### config.mk
export PLATFORM = sky130hd
export DESIGN_NAME = linked_list_node_pool_manager_top
export DESIGN_NICKNAME = d
export VERILOG_FILES = /design/src/rtl/core/llp_pkg.sv /design/src/rtl/core/llp_fifo.sv /design/src/rtl/core/llp_front.sv /design/src/rtl/core/llp_back.sv /design/src/rtl/core/linked_list_node_pool_manager_top.sv
export SDC_FILE = /design/constraint.sdc
export NUM_CORES = 2
export LEC_CHECK = 0
export BUFFER_PORTS_ARGS = -buffer_cell sky130_fd_sc_hd__clkbuf_2
export CAP_MARGIN = 30
export CORE_MARGIN = 4
export CORE_UTILIZATION = 45
export DETAILED_ROUTE_END_ITERATION = 8
export GPL_ROUTABILITY_DRIVEN = 0
export PLACE_DENSITY = 0.64
export SYNTH_ARGS = -nofsm -noshare
export SYNTH_HDL_FRONTEND = slang
export SYNTH_SLANG_ARGS = --single-unit
### constraint.sdc
create_clock -name i_clk -period 29.3 [get_ports i_clk]
set_input_delay 8.79 -clock i_clk [delete_from_list [all_inputs] [get_ports i_clk]]
set_output_delay 8.79 -clock i_clk [all_outputs]
set_load 0.1 [all_outputs]
### src/rtl/core/llp_pkg.sv
// ----------------------------------------------------------------------------
// llp_pkg
// request and status codes shared by the list pool manager modules
// ----------------------------------------------------------------------------
package llp_pkg;

    localparam logic [3:0] OP_PUSH_FRONT = 4'd0;
    localparam logic [3:0] OP_PUSH_BACK  = 4'd1;
    localparam logic [3:0] OP_POP_FRONT  = 4'd2;
    localparam logic [3:0] OP_POP_BACK   = 4'd3;
    localparam logic [3:0] OP_READ_AT    = 4'd4;
    localparam logic [3:0] OP_WRITE_AT   = 4'd5;
    localparam logic [3:0] OP_INSERT     = 4'd6;
    localparam logic [3:0] OP_ERASE      = 4'd7;
    localparam logic [3:0] OP_CLEAR      = 4'd8;
    localparam logic [3:0] OP_BAD        = 4'd15;

    localparam logic [1:0] ST_OK   = 2'd0;
    localparam logic [1:0] ST_FULL = 2'd1;
    localparam logic [1:0] ST_BAD  = 2'd2;

endpackage

### src/rtl/core/llp_fifo.sv
// ----------------------------------------------------------------------------
// llp_fifo
// two-entry register queue with push/full and pop/empty sides
// ----------------------------------------------------------------------------
module llp_fifo #(
    parameter int WIDTH = 8
) (
    input  logic             i_clk,
    input  logic             i_rst_n,
    input  logic             i_push,
    output logic             o_full,
    input  logic [WIDTH-1:0] i_data,
    input  logic             i_pop,
    output logic             o_empty,
    output logic [WIDTH-1:0] o_data
);

    logic [WIDTH-1:0] r_mem [2];
    logic             r_wp;
    logic             r_rp;
    logic [1:0]       r_cnt;
    logic             w_push;
    logic             w_pop;

    assign o_full  = (r_cnt == 2'd2);
    assign o_empty = (r_cnt == 2'd0);
    assign o_data  = r_mem[r_rp];
    assign w_push  = i_push && !o_full;
    assign w_pop   = i_pop && !o_empty;

    always_ff @(posedge i_clk) begin
        if (!i_rst_n) begin
            r_wp  <= 1'b0;
            r_rp  <= 1'b0;
            r_cnt <= 2'd0;
        end else begin
            if (w_push) begin
                r_wp <= ~r_wp;
            end
            if (w_pop) begin
                r_rp <= ~r_rp;
            end
            r_cnt <= r_cnt + {1'b0, w_push} - {1'b0, w_pop};
        end
    end

    always_ff @(posedge i_clk) begin
        if (w_push) begin
            r_mem[r_wp] <= i_data;
        end
    end

endmodule

### src/rtl/core/llp_front.sv
// ----------------------------------------------------------------------------
// llp_front
// request intake: classifies the mode and queues requests for the engine
// ----------------------------------------------------------------------------
module llp_front #(
    parameter int VALUE_BITS = 32,
    parameter int PW         = 7
) (
    input  logic                  i_clk,
    input  logic                  i_rst_n,
    input  logic                  push,
    output logic                  full,
    input  logic [3:0]            i_mode,
    input  logic [VALUE_BITS-1:0] i_value,
    input  logic [PW-1:0]         i_position,
    input  logic                  i_take,
    output logic                  o_avail,
    output logic [3:0]            o_op,
    output logic [VALUE_BITS-1:0] o_value,
    output logic [PW-1:0]         o_pos
);
    import llp_pkg::*;

    localparam int QW = 4 + VALUE_BITS + PW;

    logic [3:0]    w_op;
    logic [QW-1:0] w_qout;
    logic          w_empty;

    // unknown modes collapse onto one code
    always_comb begin
        case (i_mode)
            OP_PUSH_FRONT, OP_PUSH_BACK, OP_POP_FRONT, OP_POP_BACK,
            OP_READ_AT, OP_WRITE_AT, OP_INSERT, OP_ERASE, OP_CLEAR: w_op = i_mode;
            default: w_op = OP_BAD;
        endcase
    end

    llp_fifo #(.WIDTH(QW)) u_q (
        .i_clk   (i_clk),
        .i_rst_n (i_rst_n),
        .i_push  (push),
        .o_full  (full),
        .i_data  ({w_op, i_value, i_position}),
        .i_pop   (i_take),
        .o_empty (w_empty),
        .o_data  (w_qout)
    );

    assign o_avail = !w_empty;
    assign o_op    = w_qout[QW-1 -: 4];
    assign o_value = w_qout[PW +: VALUE_BITS];
    assign o_pos   = w_qout[PW-1:0];

endmodule

### src/rtl/core/llp_back.sv
// ----------------------------------------------------------------------------
// llp_back
// list engine: link, value and free-stack memories driven by a sequencer
// ----------------------------------------------------------------------------
module llp_back #(
    parameter int POOL_NODES = 64,
    parameter int VALUE_BITS = 32,
    parameter int PW         = 7
) (
    input  logic                  i_clk,
    input  logic                  i_rst_n,
    input  logic                  i_avail,
    output logic                  o_take,
    input  logic [3:0]            i_op,
    input  logic [VALUE_BITS-1:0] i_value,
    input  logic [PW-1:0]         i_pos,
    input  logic                  i_out_full,
    output logic                  o_res_push,
    output logic [1:0]            o_status,
    output logic [VALUE_BITS-1:0] o_read_value,
    output logic [PW-1:0]         o_node_handle,
    output logic [VALUE_BITS-1:0] o_front_value,
    output logic [VALUE_BITS-1:0] o_back_value,
    output logic [PW-1:0]         o_element_count
);
    import llp_pkg::*;

    localparam int LW = $clog2(POOL_NODES + 2);
    localparam int NW = $clog2(POOL_NODES);
    localparam logic [LW-1:0] TAIL   = LW'(POOL_NODES);
    localparam logic [LW-1:0] HEAD   = LW'(POOL_NODES + 1);
    localparam logic [PW-1:0] POOL_C = PW'(POOL_NODES);
    localparam logic [NW-1:0] LAST_N = NW'(POOL_NODES - 1);

    localparam logic [3:0] S_IDLE = 4'd0;
    localparam logic [3:0] S_L0   = 4'd1;
    localparam logic [3:0] S_L1   = 4'd2;
    localparam logic [3:0] S_L2   = 4'd3;
    localparam logic [3:0] S_U0   = 4'd4;
    localparam logic [3:0] S_U1   = 4'd5;
    localparam logic [3:0] S_WALK = 4'd6;
    localparam logic [3:0] S_WAIT = 4'd7;
    localparam logic [3:0] S_ACC  = 4'd8;
    localparam logic [3:0] S_RDV  = 4'd9;
    localparam logic [3:0] S_FIN  = 4'd10;
    localparam logic [3:0] S_F1   = 4'd11;
    localparam logic [3:0] S_F2   = 4'd12;
    localparam logic [3:0] S_DONE = 4'd13;

    logic [LW-1:0]         m_nxt [POOL_NODES];
    logic [LW-1:0]         m_prv [POOL_NODES];
    logic [VALUE_BITS-1:0] m_val [POOL_NODES];
    logic [NW-1:0]         m_fs  [POOL_NODES];

    logic [LW-1:0]         r_nxt_rd, r_prv_rd;
    logic [VALUE_BITS-1:0] r_val_rd;
    logic [NW-1:0]         r_fs_rd;

    logic [3:0]            r_state;
    logic [3:0]            r_op;
    logic [VALUE_BITS-1:0] r_val;
    logic [PW-1:0]         r_pos;
    logic [LW-1:0]         r_head_next, r_tail_prev;
    logic [POOL_NODES-1:0] r_live;
    logic [PW-1:0]         r_top, r_min_top, r_count, r_i;
    logic [LW-1:0]         r_tgt, r_cur, r_p;
    logic [NW-1:0]         r_n;
    logic                  r_fs_init;
    logic [NW-1:0]         r_fs_val;
    logic [1:0]            r_status;
    logic [VALUE_BITS-1:0] r_rd, r_fr, r_bk;
    logic [PW-1:0]         r_handle;

    logic                  nxt_we, prv_we, val_we, fs_we;
    logic [NW-1:0]         nxt_wa, prv_wa, val_wa, fs_wa;
    logic [LW-1:0]         nxt_wd, prv_wd;
    logic [VALUE_BITS-1:0] val_wd;
    logic [NW-1:0]         fs_wd;
    logic [NW-1:0]         nxt_ra, prv_ra, val_ra, fs_ra;

    logic                  w_start;
    logic [PW-1:0]         w_top_m1;
    logic [NW-1:0]         w_new_n;
    logic [LW-1:0]         w_new_p;
    logic                  w_pos_live;

    assign w_start    = (r_state == S_IDLE) && i_avail && !i_out_full;
    assign o_take     = w_start;
    assign w_top_m1   = r_top - PW'(1);
    assign w_new_n    = r_fs_init ? r_fs_val : r_fs_rd;
    assign w_new_p    = (r_tgt == TAIL) ? r_tail_prev : r_prv_rd;
    assign w_pos_live = (i_pos < POOL_C) && r_live[i_pos[NW-1:0]];

    // memory port control
    always_comb begin
        nxt_we = 1'b0; nxt_wa = r_n; nxt_wd = r_tgt;
        prv_we = 1'b0; prv_wa = r_n; prv_wd = w_new_p;
        val_we = 1'b0; val_wa = w_new_n; val_wd = r_val;
        fs_we  = 1'b0; fs_wa = r_top[NW-1:0]; fs_wd = r_tgt[NW-1:0];
        nxt_ra = r_tgt[NW-1:0];
        prv_ra = r_tgt[NW-1:0];
        val_ra = r_cur[NW-1:0];
        fs_ra  = w_top_m1[NW-1:0];
        case (r_state)
            S_L1: begin
                nxt_we = 1'b1; nxt_wa = w_new_n; nxt_wd = r_tgt;
                prv_we = 1'b1; prv_wa = w_new_n; prv_wd = w_new_p;
                val_we = 1'b1;
            end
            S_L2: begin
                nxt_we = (r_p != HEAD); nxt_wa = r_p[NW-1:0]; nxt_wd = LW'(r_n);
                prv_we = (r_tgt != TAIL); prv_wa = r_tgt[NW-1:0]; prv_wd = LW'(r_n);
            end
            S_U1: begin
                nxt_we = (r_prv_rd != HEAD); nxt_wa = r_prv_rd[NW-1:0];
                nxt_wd = r_nxt_rd;
                prv_we = (r_nxt_rd != TAIL); prv_wa = r_nxt_rd[NW-1:0];
                prv_wd = r_prv_rd;
                fs_we  = (r_top < POOL_C);
            end
            S_WALK: nxt_ra = r_cur[NW-1:0];
            S_ACC: begin
                val_we = (r_op == OP_WRITE_AT);
                val_wa = r_cur[NW-1:0];
            end
            S_FIN: val_ra = r_head_next[NW-1:0];
            S_F1:  val_ra = r_tail_prev[NW-1:0];
            default: ;
        endcase
    end

    always_ff @(posedge i_clk) begin
        if (nxt_we) begin
            m_nxt[nxt_wa] <= nxt_wd;
        end
        r_nxt_rd <= m_nxt[nxt_ra];
    end

    always_ff @(posedge i_clk) begin
        if (prv_we) begin
            m_prv[prv_wa] <= prv_wd;
        end
        r_prv_rd <= m_prv[prv_ra];
    end

    always_ff @(posedge i_clk) begin
        if (val_we) begin
            m_val[val_wa] <= val_wd;
        end
        r_val_rd <= m_val[val_ra];
    end

    // entries below the low-water mark hold stale contents; the sequencer computes them instead
    always_ff @(posedge i_clk) begin
        if (fs_we) begin
            m_fs[fs_wa] <= fs_wd;
        end
        r_fs_rd <= m_fs[fs_ra];
    end

    always_ff @(posedge i_clk) begin
        if (!i_rst_n) begin
            r_state     <= S_IDLE;
            r_head_next <= TAIL;
            r_tail_prev <= HEAD;
            r_live      <= '0;
            r_top       <= POOL_C;
            r_min_top   <= POOL_C;
            r_count     <= '0;
        end else begin
            case (r_state)
                S_IDLE: begin
                    if (w_start) begin
                        r_op     <= i_op;
                        r_val    <= i_value;
                        r_pos    <= i_pos;
                        r_rd     <= '0;
                        r_handle <= '0;
                        r_cur    <= r_head_next;
                        r_i      <= '0;
                        case (i_op)
                            OP_PUSH_FRONT, OP_PUSH_BACK: begin
                                r_tgt <= (i_op == OP_PUSH_FRONT) ? r_head_next : TAIL;
                                if (r_top == '0) begin
                                    r_status <= ST_FULL;
                                    r_state  <= S_FIN;
                                end else begin
                                    r_status <= ST_OK;
                                    r_state  <= S_L0;
                                end
                            end
                            OP_INSERT: begin
                                r_tgt <= LW'(i_pos);
                                if (!(LW'(i_pos) == TAIL || w_pos_live)) begin
                                    r_status <= ST_BAD;
                                    r_state  <= S_FIN;
                                end else if (r_top == '0) begin
                                    r_status <= ST_FULL;
                                    r_state  <= S_FIN;
                                end else begin
                                    r_status <= ST_OK;
                                    r_state  <= S_L0;
                                end
                            end
                            OP_POP_FRONT, OP_POP_BACK: begin
                                r_tgt <= (i_op == OP_POP_FRONT) ? r_head_next : r_tail_prev;
                                r_status <= ST_OK;
                                r_state  <= (r_count != '0) ? S_U0 : S_FIN;
                            end
                            OP_ERASE: begin
                                r_tgt <= LW'(i_pos);
                                if (w_pos_live) begin
                                    r_status <= ST_OK;
                                    r_state  <= S_U0;
                                end else begin
                                    r_status <= ST_BAD;
                                    r_state  <= S_FIN;
                                end
                            end
                            OP_READ_AT, OP_WRITE_AT: begin
                                if (i_pos >= r_count) begin
                                    r_status <= ST_BAD;
                                    r_state  <= S_FIN;
                                end else begin
                                    r_status <= ST_OK;
                                    r_state  <= S_WALK;
                                end
                            end
                            OP_CLEAR: begin
                                r_status    <= ST_OK;
                                r_state     <= S_FIN;
                                r_head_next <= TAIL;
                                r_tail_prev <= HEAD;
                                r_live      <= '0;
                                r_top       <= POOL_C;
                                r_min_top   <= POOL_C;
                                r_count     <= '0;
                            end
                            default: begin
                                r_status <= ST_BAD;
                                r_state  <= S_FIN;
                            end
                        endcase
                    end
                end
                S_L0: begin
                    r_fs_init <= (w_top_m1 < r_min_top);
                    r_fs_val  <= LAST_N - w_top_m1[NW-1:0];
                    r_state   <= S_L1;
                end
                S_L1: begin
                    r_n             <= w_new_n;
                    r_p             <= w_new_p;
                    r_live[w_new_n] <= 1'b1;
                    r_top           <= w_top_m1;
                    if (w_top_m1 < r_min_top) begin
                        r_min_top <= w_top_m1;
                    end
                    r_count <= r_count + PW'(1);
                    if (r_op == OP_INSERT) begin
                        r_handle <= PW'(w_new_n);
                    end
                    r_state <= S_L2;
                end
                S_L2: begin
                    if (r_p == HEAD) begin
                        r_head_next <= LW'(r_n);
                    end
                    if (r_tgt == TAIL) begin
                        r_tail_prev <= LW'(r_n);
                    end
                    r_state <= S_FIN;
                end
                S_U0: r_state <= S_U1;
                S_U1: begin
                    if (r_prv_rd == HEAD) begin
                        r_head_next <= r_nxt_rd;
                    end
                    if (r_nxt_rd == TAIL) begin
                        r_tail_prev <= r_prv_rd;
                    end
                    r_live[r_tgt[NW-1:0]] <= 1'b0;
                    if (r_top < POOL_C) begin
                        r_top <= r_top + PW'(1);
                    end
                    if (r_count != '0) begin
                        r_count <= r_count - PW'(1);
                    end
                    if (r_op == OP_ERASE) begin
                        r_handle <= PW'(r_nxt_rd);
                    end
                    r_state <= S_FIN;
                end
                S_WALK: r_state <= (r_i == r_pos) ? S_ACC : S_WAIT;
                S_WAIT: begin
                    r_cur   <= r_nxt_rd;
                    r_i     <= r_i + PW'(1);
                    r_state <= S_WALK;
                end
                S_ACC: r_state <= (r_op == OP_READ_AT) ? S_RDV : S_FIN;
                S_RDV: begin
                    r_rd    <= r_val_rd;
                    r_state <= S_FIN;
                end
                S_FIN: begin
                    if (r_count == '0) begin
                        r_fr    <= '0;
                        r_bk    <= '0;
                        r_state <= S_DONE;
                    end else begin
                        r_state <= S_F1;
                    end
                end
                S_F1: begin
                    r_fr    <= r_val_rd;
                    r_state <= S_F2;
                end
                S_F2: begin
                    r_bk    <= r_val_rd;
                    r_state <= S_DONE;
                end
                S_DONE: r_state <= S_IDLE;
                default: r_state <= S_IDLE;
            endcase
        end
    end

    assign o_res_push      = (r_state == S_DONE);
    assign o_status        = r_status;
    assign o_read_value    = r_rd;
    assign o_node_handle   = r_handle;
    assign o_front_value   = r_fr;
    assign o_back_value    = r_bk;
    assign o_element_count = r_count;

endmodule

### src/rtl/core/linked_list_node_pool_manager_top.sv
// ----------------------------------------------------------------------------
// linked_list_node_pool_manager_top
// doubly linked list over a fixed node pool, request queue in, result queue out
// ----------------------------------------------------------------------------
// requests: one at a time, taken only while the sequencer is idle and the result queue has room
// reset: synchronous active low; list empty, every node free, values kept
module linked_list_node_pool_manager_top #(
    parameter int POOL_NODES = 64,
    parameter int VALUE_BITS = 32
) (
    input  logic                         i_clk,
    input  logic                         i_rst_n,
    input  logic                         push,
    output logic                         full,
    input  logic [3:0]                   i_mode,
    input  logic signed [VALUE_BITS-1:0] i_value,
    input  logic [$clog2(POOL_NODES+1)-1:0] i_position,
    output logic                         empty,
    input  logic                         pop,
    output logic [1:0]                   o_status,
    output logic signed [VALUE_BITS-1:0] o_read_value,
    output logic [$clog2(POOL_NODES+1)-1:0] o_node_handle,
    output logic signed [VALUE_BITS-1:0] o_front_value,
    output logic signed [VALUE_BITS-1:0] o_back_value,
    output logic [$clog2(POOL_NODES+1)-1:0] o_element_count
);
    import llp_pkg::*;

    localparam int PW = $clog2(POOL_NODES + 1);
    localparam int RW = 2 + 3 * VALUE_BITS + 2 * PW;

    logic                  w_avail, w_take, w_out_full, w_res_push;
    logic [3:0]            w_op;
    logic [VALUE_BITS-1:0] w_value;
    logic [PW-1:0]         w_pos;
    logic [1:0]            w_status;
    logic [VALUE_BITS-1:0] w_rd, w_fr, w_bk;
    logic [PW-1:0]         w_handle, w_count;
    logic [RW-1:0]         w_res;

    llp_front #(.VALUE_BITS(VALUE_BITS), .PW(PW)) u_front (
        .i_clk      (i_clk),
        .i_rst_n    (i_rst_n),
        .push       (push),
        .full       (full),
        .i_mode     (i_mode),
        .i_value    (i_value),
        .i_position (i_position),
        .i_take     (w_take),
        .o_avail    (w_avail),
        .o_op       (w_op),
        .o_value    (w_value),
        .o_pos      (w_pos)
    );

    llp_back #(.POOL_NODES(POOL_NODES), .VALUE_BITS(VALUE_BITS), .PW(PW)) u_back (
        .i_clk           (i_clk),
        .i_rst_n         (i_rst_n),
        .i_avail         (w_avail),
        .o_take          (w_take),
        .i_op            (w_op),
        .i_value         (w_value),
        .i_pos           (w_pos),
        .i_out_full      (w_out_full),
        .o_res_push      (w_res_push),
        .o_status        (w_status),
        .o_read_value    (w_rd),
        .o_node_handle   (w_handle),
        .o_front_value   (w_fr),
        .o_back_value    (w_bk),
        .o_element_count (w_count)
    );

    llp_fifo #(.WIDTH(RW)) u_resq (
        .i_clk   (i_clk),
        .i_rst_n (i_rst_n),
        .i_push  (w_res_push),
        .o_full  (w_out_full),
        .i_data  ({w_status, w_rd, w_handle, w_fr, w_bk, w_count}),
        .i_pop   (pop),
        .o_empty (empty),
        .o_data  (w_res)
    );

    assign {o_status, o_read_value, o_node_handle, o_front_value, o_back_value,
            o_element_count} = w_res;

    a_count_range: assert property (@(posedge i_clk) disable iff (!i_rst_n)
        !empty |-> o_element_count <= PW'(POOL_NODES))
        else $error("element count above pool size");

    a_full_means_full: assert property (@(posedge i_clk) disable iff (!i_rst_n)
        (!empty && o_status == ST_FULL) |-> o_element_count == PW'(POOL_NODES))
        else $error("pool full reported with free nodes");

    a_reset_empty: assert property (@(posedge i_clk)
        !$past(i_rst_n) |-> empty)
        else $error("result queue not empty after reset");

endmodule
==> results.json <==
{
  "synth_xor_area_frac": 0.00153,
  "yosys.area_share.simple": 0.0551,
  "cts_hold_buf": 0,
  "cts_tree": "yes",
  "r2r_cells": 14,
  "min_from": "u_back.o_read_value[0]$_SDFFCE_PP0P_",
  "synth_top_family_by_area": "multiplexers",
  "antenna_found_initial": 22,
  "synth_area_leaders": "edfxtp_1 74%, mux4_2 10%, dfxtp_1 2.1%",
  "synth_top_area_frac": 0.742,
  "synthAdderAreaFrac": 0.00215,
  "hold_class": "reg -> reg",
  "maxCapViolations": 0,
  "required_ns": 20.51,
  "core_area_um2": 343000,
  "dpl.hpwl_um": 231000,
  "die_width_um": 595,
  "rrSetupSlack_ns": 22.31,
  "worstSetupEndpointType": "primary output",
  "clockBufferDepth": 4,
  "crit_path_start_kind": "flop",
  "min_to": "u_resq.r_mem[0][78]$_DFFE_PP_",
  "synthMuxAreaShare": 0.124,
  "hold_path_depth": 0,
  "hold_viol_final": 0,
  "portBuffers": 160,
  "leakagePower_uw": 0.0564,
  "power.density_nw_per_um2": 87.9,
  "fillCellCount": 26957,
  "vias": 82757,
  "yosys_warnings": 0,
  "cts_buffers": 396,
  "ys_seq_area_frac": 0.763,
  "io_pins": 161,
  "ys_seq_elements": 3991,
  "htreeDepth": 5,
  "critical_path_class": "reg -> out",
  "setup_viol": 0,
  "worst_ir_drop_vdd_mv": 0.0678,
  "die_h_um": 595,
  "drt_iter0_drc": 11402,
  "maxSlewViolCount": 0,
  "r2r-start": "u_back.r_state[1]$_SDFFE_PN0N_",
  "maxSlewHeadroom": 0.256,
  "rsz0062_at_grt": "false",
  "mostFrequentLayoutCells": "3826 x edfxtp_1, 823 x nand2_1, 690 x mux4_2, 401 x clkbuf_16, 362 x nor2_1",
  "syn_avg_cell_area_um2": 18.5,
  "fmax_mhz": 81.9,
  "fin_crit_sh": 0.417,
  "clock_sink_count": 3991,
  "grt_pass1_vias": 82251,
  "dieArea_um2": 354000,
  "cp_max_fo": 62,
  "nets": 8811,
  "period_needed_ns": 12.21,
  "fin_skew_ns": 0.0709,
  "via_per_inst": 6.07,
  "final_util": 0.513,
  "synthCells": 8373,
  "layout_commonest_cell": "edfxtp_1",
  "tightest_slew_ns": 1.11,
  "synth_cell_types": 78,
  "rr_endpoint": "u_back.r_val_rd[24]$_DFF_P_",
  "synth-edff-count": 3826,
  "cts_setup_buffers": 0,
  "synth_nets": 8446,
  "area_delta_synth_final_pct": 13.5,
  "wirelength_um": 407000,
  "power_uw": 15400,
  "netlist_area_um2": 155000,
  "cts_resized": 0,
  "postRouteAntennaNets": 0,
  "status": "completed",
  "final_layout_size_suffix_gt1_frac": 0.231,
  "async_reset_ff_frac": 0,
  "grt_first_pass_wirelength_um": 585000,
  "grt_max_degree": 114,
  "insertion_delay_ns": 0.97,
  "start_util": 0.452,
  "synth_compound_area_frac": 0.0395,
  "tns_ns": 0,
  "synth_ff_type": "edfxtp_1",
  "cts_root_buf": "clkbuf_16",
  "synth_top_area_cell": "edfxtp_1",
  "row_count": 215,
  "drc": 0,
  "dr.pass1.iters": 9,
  "grt_overflow_total": 0,
  "clk_pin_slew_worst_paths_ns": 0.06,
  "wire_per_inst_um": 29.8,
  "gr-usage-all-layers": 0.225,
  "cp_data_arrival_time_ns": 3.42
}
==> power by group <==
group          switching, µW  internal (µW)  leakage, µW
combinational           2320           1140       0.0143
clock                   2180           2910      0.00636
sequential               151           6750       0.0358
total                   4650          10800       0.0564
==> critical path, cell delays in order (launching register included) <==
cell and delay (ns):
dfxtp_4 0.77, buf_4 0.76, mux2_2 0.42, clkbuf_2 0.38
==> cell type report <==
cell class                 instances  area (µm²)  area share
multi-input combinational       3860       35300       0.201
antenna                            7        17.5   0.0000997
tap                             4557        5700      0.0325
inverter                          54         203     0.00115
clock inverter                   258        2660      0.0151
timing repair buffer             435        3180      0.0181
clock buffer                     483       10400      0.0594
sequential                      3991      118000       0.673
==> Yosys cell counts (9+ instances only) <==
cell type,n
a211oi_1,42
a21boi_0,11
a21o_1,19
a21oi_1,188
a221oi_1,13
a22oi_1,238
a31oi_1,64
a32oi_1,9
and2_1,82
and3_1,123
buf_1,71
buf_2,96
buf_4,24
buf_6,10
clkbuf_1,267
dfxtp_1,165
edfxtp_1,3826
ha_1,25
inv_1,50
mux2_2,167
mux2i_1,168
mux4_2,690
nand2_1,828
nand2b_1,16
nand3_1,269
nand3b_1,14
nand4_1,60
nor2_1,431
nor2b_1,31
nor3_1,26
o211ai_1,17
o21a_1,15
o21ai_0,64
o221a_2,66
o221ai_1,30
o22ai_1,19
xnor2_1,11
xor2_1,16
==> per-layer routing <==
layer  up-vias  track usage  routed length (µm)
li1      34354            -                   -
met1     43331        0.321              162000
met2      4335        0.352              191000
met3       731       0.0386               37700
met4         6       0.0817               16000
met5         -            0                  34
==> sequential cells by signal (all words and copies together) (netlist names), 32 cells and up, named ones only <==
signal / cells
u_back.m_nxt: 448
u_back.o_front_value: 32
u_back.m_prv: 448
u_back.m_fs: 384
u_front.u_q.r_mem: 86
u_resq.r_mem: 224
u_back.m_val: 2048
u_back.r_val_rd: 32
u_back.o_back_value: 32
u_back.r_live: 64
u_back.r_val: 32
u_back.o_read_value: 32
==> through the flow <==
step                setup WS, ns  std cells  instance area [µm²]  hold WS (ns)
floorplan                  16.36       8373               155000         0.421
global route               16.89      13640               176000         0.449
detailed placement         18.02      12893               162000         0.435
CTS                        16.96      13634               176000         0.445
global placement           18.04      12857               162000         0.429
finish                     17.09      13645               176000         0.448
==> cells by family (layout without fill, tap and decap cells) <==
group,after synthesis,count (layout)
adders and majority gates,26,26
buffers and inverters,522,1230
AOI/OAI and AO/OA,862,862
DFF,3991,3991
other,0,7
xor gates and xnor gates,27,27
muxes,1030,1030
and+or+nand+nor,1915,1915
==> worst max path at each step <==
stage	end	slack, ns	cells after the start
after floorplan	u_back.o_back_value[0]$_SDFFCE_PN0P_	16.36	3
after detailed placement	o_read_value[12]	18.02	3
after global routing	o_read_value[12]	16.89	3
after global placement	o_read_value[13]	18.04	3
final	o_read_value[12]	17.09	3
after CTS	o_read_value[12]	16.96	3
No activity file was read; power rests on OpenSTA's default activity.
